### config.mk
export PLATFORM = sky130hd
export DESIGN_NAME = elsh_ctrl
export DESIGN_NICKNAME = d
export VERILOG_FILES = /design/src/hdl/euclidean_lsh_bucket_hash_top_defines.svh /design/src/hdl/elsh_pkg.sv /design/src/hdl/elsh_ctrl.sv
export SDC_FILE = /design/constraint.sdc
export NUM_CORES = 1
export LEC_CHECK = 0
export ABC_AREA = 0
export BUFFER_PORTS_ARGS = -buffer_cell sky130_fd_sc_hd__buf_2
export CORE_MARGIN = 8
export CORE_UTILIZATION = 24
export CTS_CLUSTER_SIZE = 25
export DETAILED_ROUTE_END_ITERATION = 7
export SETUP_SLACK_MARGIN = 0.1
export SYNTH_ARGS = -nofsm -noshare
export SYNTH_HDL_FRONTEND = slang
export SYNTH_SLANG_ARGS = --single-unit
### constraint.sdc
create_clock -name clk_i -period 5.3 [get_ports clk_i]
set_clock_uncertainty 0.15 [all_clocks]
set_input_delay 0.53 -clock clk_i [delete_from_list [all_inputs] [get_ports clk_i]]
set_output_delay 0.53 -clock clk_i [all_outputs]
set_load 0.02 [all_outputs]
### src/hdl/euclidean_lsh_bucket_hash_top_defines.svh
// Assertion macros of the hash key generator, used by its datapath.
// Depends on nothing; included by the files that carry assertions.
`ifndef EUCLIDEAN_LSH_BUCKET_HASH_TOP_DEFINES_SVH
`define EUCLIDEAN_LSH_BUCKET_HASH_TOP_DEFINES_SVH

// Same-cycle implication, checked outside reset.
`define ELSH_ASSERT_IMP(lbl, clk, rstn, a, b) \
  lbl: assert property (@(posedge clk) disable iff (!(rstn)) (a) |-> (b)) \
    else $error("same-cycle implication violated");

// Next-cycle implication, checked outside reset.
`define ELSH_ASSERT_NXT(lbl, clk, rstn, a, b) \
  lbl: assert property (@(posedge clk) disable iff (!(rstn)) (a) |=> (b)) \
    else $error("next-cycle implication violated");

`endif

### src/hdl/elsh_pkg.sv
// Package of the hash key generator: sizes, codes and controller structs.
// Depends on nothing.
package elsh_pkg;

  localparam int MaxTables = 4;
  localparam int MaxProj   = 4;
  localparam int MaxDims   = 128;
  localparam int Slots     = MaxTables * MaxProj;

  localparam int TblW   = (MaxTables > 1) ? $clog2(MaxTables) : 1;
  localparam int PrjW   = (MaxProj > 1) ? $clog2(MaxProj) : 1;
  localparam int SlotW  = (Slots > 1) ? $clog2(Slots) : 1;
  localparam int DimW   = (MaxDims > 1) ? $clog2(MaxDims) : 1;
  localparam int CoefAW = ((Slots * MaxDims) > 1) ? $clog2(Slots * MaxDims) : 1;
  localparam int CntTW  = $clog2(MaxTables + 1);
  localparam int CntPW  = $clog2(MaxProj + 1);

  localparam logic [31:0] LshMod = 32'd4294967291;

  localparam int DivNW    = 49;
  localparam int DivDW    = 40;
  localparam int DivCntW  = $clog2(DivNW + 1);
  localparam int CfgIdxW  = 3;
  localparam int CfgDataW = 40;

  typedef enum logic [1:0] {
    OpElement    = 2'd0,
    OpLoadCoef   = 2'd1,
    OpLoadOffset = 2'd2,
    OpLoadWeight = 2'd3
  } op_e;

  typedef enum logic [CfgIdxW-1:0] {
    CfgTables  = 3'd0,
    CfgProj    = 3'd1,
    CfgDims    = 3'd2,
    CfgWidth   = 3'd3,
    CfgDataset = 3'd4
  } cfg_idx_e;

  typedef struct packed {
    logic            mac_issue;
    logic            fin_div;
    logic            hmod;
    logic            mul;
    logic            fold;
    logic            fold2;
    logic            acc;
    logic            bkt_div;
    logic            sum_clr;
    logic            emit;
    logic            last_tbl;
    logic            acc_clr;
    logic [TblW-1:0] t;
    logic [PrjW-1:0] p;
  } ctrl_cmd_t;

  typedef struct packed {
    logic             mac_busy;
    logic             div_busy;
    logic             out_free;
    logic             elem_last;
    logic [CntTW-1:0] nt;
    logic [CntPW-1:0] np;
  } ctrl_sts_t;

endpackage

### src/hdl/elsh_ctrl.sv
// Controller state machine: sequences accumulation, quantization and result emission.
// Depends on elsh_pkg.
module elsh_ctrl (
  input  logic                clk_i,
  input  logic                rst_ni,
  input  logic                in_valid_i,
  input  logic [1:0]          operation_i,
  output logic                in_ready_o,
  input  elsh_pkg::ctrl_sts_t sts_i,
  output elsh_pkg::ctrl_cmd_t cmd_o
);
  import elsh_pkg::*;

  typedef enum logic [12:0] {
    StIdle     = 13'b0000000000001,
    StMac      = 13'b0000000000010,
    StDrain    = 13'b0000000000100,
    StDiv      = 13'b0000000001000,
    StDivWait  = 13'b0000000010000,
    StHmod     = 13'b0000000100000,
    StMul      = 13'b0000001000000,
    StFold     = 13'b0000010000000,
    StFold2    = 13'b0000100000000,
    StAcc      = 13'b0001000000000,
    StBdiv     = 13'b0010000000000,
    StBdivWait = 13'b0100000000000,
    StEmit     = 13'b1000000000000
  } state_e;

  state_e          state_q, state_d;
  logic [TblW-1:0] t_q, t_d;
  logic [PrjW-1:0] p_q, p_d;
  logic            last_q, last_d;
  logic            t_end, p_end;

  assign t_end = (CntTW'(t_q) + CntTW'(1)) == sts_i.nt;
  assign p_end = (CntPW'(p_q) + CntPW'(1)) == sts_i.np;
  assign in_ready_o = (state_q == StIdle);

  always_comb begin
    state_d = state_q;
    t_d     = t_q;
    p_d     = p_q;
    last_d  = last_q;
    cmd_o   = '0;
    cmd_o.t = t_q;
    cmd_o.p = p_q;
    case (state_q)
      StIdle: begin
        if (in_valid_i && (op_e'(operation_i) == OpElement)) begin
          t_d     = '0;
          p_d     = '0;
          last_d  = sts_i.elem_last;
          state_d = StMac;
        end
      end
      StMac: begin
        cmd_o.mac_issue = 1'b1;
        if (p_end) begin
          p_d = '0;
          if (t_end) state_d = StDrain;
          else t_d = t_q + TblW'(1);
        end else begin
          p_d = p_q + PrjW'(1);
        end
      end
      StDrain: begin
        if (!sts_i.mac_busy) begin
          if (last_q) begin
            t_d           = '0;
            p_d           = '0;
            cmd_o.sum_clr = 1'b1;
            state_d       = StDiv;
          end else begin
            state_d = StIdle;
          end
        end
      end
      StDiv: begin
        cmd_o.fin_div = 1'b1;
        state_d       = StDivWait;
      end
      StDivWait: begin
        if (!sts_i.div_busy) state_d = StHmod;
      end
      StHmod: begin
        cmd_o.hmod = 1'b1;
        state_d    = StMul;
      end
      StMul: begin
        cmd_o.mul = 1'b1;
        state_d   = StFold;
      end
      StFold: begin
        cmd_o.fold = 1'b1;
        state_d    = StFold2;
      end
      StFold2: begin
        cmd_o.fold2 = 1'b1;
        state_d     = StAcc;
      end
      StAcc: begin
        cmd_o.acc = 1'b1;
        if (p_end) begin
          state_d = StBdiv;
        end else begin
          p_d     = p_q + PrjW'(1);
          state_d = StDiv;
        end
      end
      StBdiv: begin
        cmd_o.bkt_div = 1'b1;
        state_d       = StBdivWait;
      end
      StBdivWait: begin
        if (!sts_i.div_busy) state_d = StEmit;
      end
      StEmit: begin
        if (sts_i.out_free) begin
          cmd_o.emit     = 1'b1;
          cmd_o.last_tbl = t_end;
          p_d            = '0;
          if (t_end) begin
            cmd_o.acc_clr = 1'b1;
            state_d       = StIdle;
          end else begin
            t_d           = t_q + TblW'(1);
            cmd_o.sum_clr = 1'b1;
            state_d       = StDiv;
          end
        end
      end
      default: begin
        state_d = StIdle;
      end
    endcase
  end

  always_ff @(posedge clk_i or negedge rst_ni) begin
    if (!rst_ni) begin
      state_q <= StIdle;
      t_q     <= '0;
      p_q     <= '0;
      last_q  <= 1'b0;
    end else begin
      state_q <= state_d;
      t_q     <= t_d;
      p_q     <= p_d;
      last_q  <= last_d;
    end
  end

endmodule

Word-level counts from Yosys, hierarchy flattened
Cells that the tools add are included.

storage, ports and cells
  bits in registers = 18
  bits of input ports = 15
  output and inout port bits = 17
  word-level logic and storage cells = 77

cells by class
  $add $sub $neg = 4
  eq/ne operators = 24
  mux-type cells = 37
  reductions and logical operators = 8

operator list
  operator              number
  $pmux 13 s13          1
  $mux 13               7
  $mux 2                9
  $ne 2x2->1 const B    8
  $eq 13x1->1 const B   1
  $eq 13x10->1 const B  1
  $eq 13x11->1 const B  1
  $eq 13x12->1 const B  1
  $eq 13x13->1 const B  1
  $eq 13x2->1 const B   1
  $eq 13x3->1 const B   1
  $eq 13x4->1 const B   1
  $eq 13x5->1 const B   1
  $eq 13x6->1 const B   1
  $eq 13x7->1 const B   1
  $eq 13x8->1 const B   1
  $eq 13x9->1 const B   1
  $mux 1                12
  $mux 4                3
  $reduce_and 6->1      2
  $mux 11               1
  $pmux 2 s5            1
  $pmux 2 s4            1
  $reduce_and 7->1      1
  other kinds (11)      14

Longest topological paths before layout
  word-level depth = 5
  mapped depth = 7

Worst setup path after synthesis
Ideal clock, no wire load.

  path kind = register to output
  start = register state_q[6]
  end = output port cmd_o[5] (netlist bit)
  data arrival time = 2,341 ps
  setup slack = 2,279 ps
  stages on the path, launching flop included = 8
  buffers on the path = 3
  cell sequence = dfrtp_1 clkbuf_1 or4_1 buf_2 nor4_1 nand2_1 nor2_1 buf_4

RTL lines
  item                      line              RTL
  start: declaration        elsh_ctrl.sv:30   state_e state_q, state_d;
  start signal: assignment  elsh_ctrl.sv:141  state_q <= StIdle;
  start signal: assignment  elsh_ctrl.sv:146  state_q <= state_d;
  end: declaration          elsh_ctrl.sv:10   output elsh_pkg::ctrl_cmd_t cmd_o

==> run summary <==
## Floorplanning
* **initial standard-cell utilization of the core** 0.246
* **full die area** 8740 µm²
* **standard-cell rows** 28
* **die height** 93.5 µm
* **total core area** 5850 µm²
* **# IOs** 32
* **Die Wd** 93.5 µm

## Layout
* **antenna cell count** 0
* **area growth from synthesis to layout** 16.9%
* **fraction of layout instances using a drive strength above 1** 0.255
* **final cell area excluding filler cells** 1690 µm²
* **count of nets after finishing** 210
* **final core area utilization** 0.288
* **count of filler cells inserted in the layout** 632

## STA
* **# setup viols final** 0
* **upper clock frequency limit** 297 MHz
* **Least-Margin Pin Slew** 0.716 ns
* **slew margin rel.** 0.519
* **post-layout min period** 3.37 ns
* **setup repair after global routing missed its margin** no
* **final slew viol count** 0
* **hold violation total from the final report** 0
* **final critical-path share of the clock period** 0.635
* **summed negative setup slack over all endpoints** 0 ns

## Clocking
* **number of gates resized after CTS** 0
* **CTS hold repair buffers** 0
* **clk sinks** 18
* **clock buffer count from CTS** 3
* **Skew-Pair Late Insertion Delay** 0.25 ns
* **clock slew at the register clock pins of the worst setup and hold paths** 0.07 ns
* **clock tree from TritonCTS** done
* **clock root buffer master** sky130_fd_sc_hd__clkbuf_8
* **Post-CTS Setup Inserts** 0
* **buffer levels on the longest clock path** 2
* **# H-tree levels** 1

## Worst setup path
* **Data arrival, critical path** 2.69 ns
* **critical path startpoint category** flop
* **family with the most delay on the worst path** simple AND/OR/NAND/NOR gates
* **CP peak stage delay** 0.76 ns
* **Max Fanout on Critical Path** 12
* **ordered list of cells on the worst path** or4_1 > nor4_1 > nand2_1 > o22ai_1 > buf_2
* **launching element of the worst setup path** state_q[6]$_DFFE_PN0P_
* **cell type of the slowest stage on the worst timing path** sky130_fd_sc_hd__or4_1
* **Worst Setup End Kind** output pin
* **r2r startpoint** state_q[6]$_DFFE_PN0P_
* **worst path required time** 4.62 ns
* **total buffers and inverters traversed by the critical path** 1
* **Setup Crit Path Kind** reg2out

## GRT
* **total global routing track utilization** 0.0995
* **grt ovf** 0
* **largest net degree at the start of global routing** 19
* **number of global-route vias before repair** 1450
* **global-route wire length before repair** 7.07 mm
* **number of antenna violations at the first check in global routing** 0

## Run
* **Max Cap Violations** 0

## Pwr
* **Combinational Power Share** 0.497
* **Seq pwr share** 0.335
* **proportion of power drawn by the clock network** 0.168
* **worst supply voltage drop on vdd** 0.000117 V
* **standby leakage power** 0.817 nW
* **Power Internal** 0.339 mW
* **switching power share of the total** 0.428
* **switching power summed over all nets** 0.253 mW
* **ratio of total power to cell area** 351 nW/µm²

## Routing
* **total number of vias** 1419
* **via-per-instance ratio** 5.31
* **wire length reported by the detailed router** 4.11 mm
* **DR WL/cell** 15.4 µm
* **total DRC errors in the routed layout** 0
* **TritonRoute pass-1 iters** 4
* **number of nets still failing antenna checks after routing** 0
* **DRC violation total after the first TritonRoute iteration** 111

## Yosys
* **synthesized instance count** 166
* **yosys synthesis warning count** 0
* **Post-synth ARST share** 1.00
* **sequential area share after synthesis** 0.313
* **count of flip-flops with a built-in enable after synthesis** 0
* **average cell area after synthesis** 8.68 µm²
* **count of cell types in the netlist** 51
* **area of the mapped netlist** 1440 µm²
* **net count of the mapped netlist** 183
* **register bit total from synthesis** 18
* **Synth Flop Type** sky130_fd_sc_hd__dfrtp_1

## Placement
* **Final HPWL DP** 3.19 mm
* **Port Buffers** 31
* **weighted congestion at the end of routability-driven global placement** 0.856
* **Placed Instance Area** 1640 µm²

## Status
* **run status** complete, no violations

## Min path
* **class of the worst hold path** in2async

-- through the flow --
stage	hold WS (ns)	setup slack (ns)	power (mW)	instances
after detailed placement	0.346	2.27	0.492	263
after global placement	0.353	2.35	0.487	263
after global routing	0.0773	1.70	0.637	267
after floorplan	0.0844	2.28	0.419	166
after CTS	0.0694	1.98	0.595	267
final	0.0528	1.93	0.592	267
-- power groups by stage --
| stage | clock [mW] | combinational [mW] | sequential (mW) |
|---|---|---|---|
| after floorplan | 0 | 0.230 | 0.189 |
| after global placement | 0 | 0.288 | 0.200 |
| after detailed placement | 0 | 0.292 | 0.200 |
| after CTS | 0.104 | 0.294 | 0.197 |
| after global routing | 0.112 | 0.323 | 0.202 |
| final | 0.0996 | 0.294 | 0.198 |
-- layer usage --
metal,vias up,global-route usage,part of all wire
li1,678,-,-
met1,672,0.126,0.44
met2,61,0.155,0.47
met3,8,0.0280,0.074
met4,0,0.0403,0.017
met5,-,0,0
-- kinds of logic (layout without fill, tap and decap cells) --
logic type	count (synthesis)	in the layout	share of synthesized area
and+or+nand+nor	83	83	0.353
DFF	18	18	0.313
adders and majority gates	2	2	0.0174
AOI/OAI and AO/OA	32	32	0.173
buffers and inverters	18	44	0.0608
xor gates and xnor gates	10	10	0.0608
muxes	3	3	0.0217
-- cells in the final DEF (no fill, tap or decap), types with 4 or more instances in the layout --
cell,n
sky130_fd_sc_hd__nor2_1,13
sky130_fd_sc_hd__o21ai_0,5
sky130_fd_sc_hd__nand2_1,11
sky130_fd_sc_hd__nor3b_1,6
sky130_fd_sc_hd__inv_1,8
sky130_fd_sc_hd__buf_2,31
sky130_fd_sc_hd__xor2_1,7
sky130_fd_sc_hd__nor4_1,5
sky130_fd_sc_hd__nor3_1,7
sky130_fd_sc_hd__nand4_1,6
sky130_fd_sc_hd__and3_1,4
sky130_fd_sc_hd__a21oi_1,4
sky130_fd_sc_hd__dfrtp_1,17
sky130_fd_sc_hd__nor4b_1,5
-- state kept, by name, summed over array words and instances (netlist names) --
| register | cells |
|---|---|
| last_q | 1 |
| p_q | 2 |
| state_q | 13 |
| t_q | 2 |
-- cells in the mapped netlist (2+ instances only) --
library cell	n	share of area
sky130_fd_sc_hd__a21boi_0	2	0.010
sky130_fd_sc_hd__a21o_1	2	0.010
sky130_fd_sc_hd__a21oi_1	4	0.014
sky130_fd_sc_hd__a32oi_1	3	0.018
sky130_fd_sc_hd__and2_1	3	0.013
sky130_fd_sc_hd__and3_1	4	0.017
sky130_fd_sc_hd__buf_6	2	0.016
sky130_fd_sc_hd__clkbuf_1	6	0.016
sky130_fd_sc_hd__dfrtp_1	17	0.30
sky130_fd_sc_hd__ha_1	2	0.017
sky130_fd_sc_hd__inv_1	8	0.021
sky130_fd_sc_hd__mux2i_1	2	0.014
sky130_fd_sc_hd__nand2_1	11	0.029
sky130_fd_sc_hd__nand2b_1	2	0.0087
sky130_fd_sc_hd__nand3_1	3	0.010
sky130_fd_sc_hd__nand4_1	6	0.026
sky130_fd_sc_hd__nor2_1	13	0.034
sky130_fd_sc_hd__nor2b_1	2	0.0087
sky130_fd_sc_hd__nor3_1	7	0.024
sky130_fd_sc_hd__nor3b_1	6	0.031
sky130_fd_sc_hd__nor4_1	5	0.022
sky130_fd_sc_hd__nor4_2	2	0.017
sky130_fd_sc_hd__nor4b_1	5	0.030
sky130_fd_sc_hd__o21ai_0	5	0.017
sky130_fd_sc_hd__o31ai_1	2	0.010
sky130_fd_sc_hd__o41ai_1	2	0.012
sky130_fd_sc_hd__or3_1	3	0.013
sky130_fd_sc_hd__or4_1	3	0.016
sky130_fd_sc_hd__or4_4	3	0.023
sky130_fd_sc_hd__or4b_2	2	0.014
sky130_fd_sc_hd__xnor2_1	3	0.018
sky130_fd_sc_hd__xor2_1	7	0.043
-- cell type report --
type,count,area (µm²),share of cell area
well taps,75,93.8,0.0557
repair buffers,32,163,0.0965
flip-flops and latches,18,452,0.268
multi-input cells,130,902,0.535
inverters,8,30.0,0.0178
clock buffers,4,45.0,0.0267
-- worst paths after layout --
| kind | end | slack [ns] | depth (start not counted) |
|---|---|---|---|
| setup / recovery | cmd_o[7] | 1.93 | 5 |
| hold / removal | p_q[1]$_DFFE_PN0P_ | 0.05 | 1 |
| setup reg to reg | t_q[0]$_DFFE_PN0P_ | 2.72 | 5 |
| hold reg to reg | p_q[0]$_DFFE_PN0P_ | 0.41 | 1 |
| max in group asynchronous | state_q[0]$_DFFE_PN1P_ | 4.62 | 1 |
| min in group clk_i | last_q$_DFFE_PN0P_ | 0.36 | 2 |
Power figures use the tool's default switching activity.
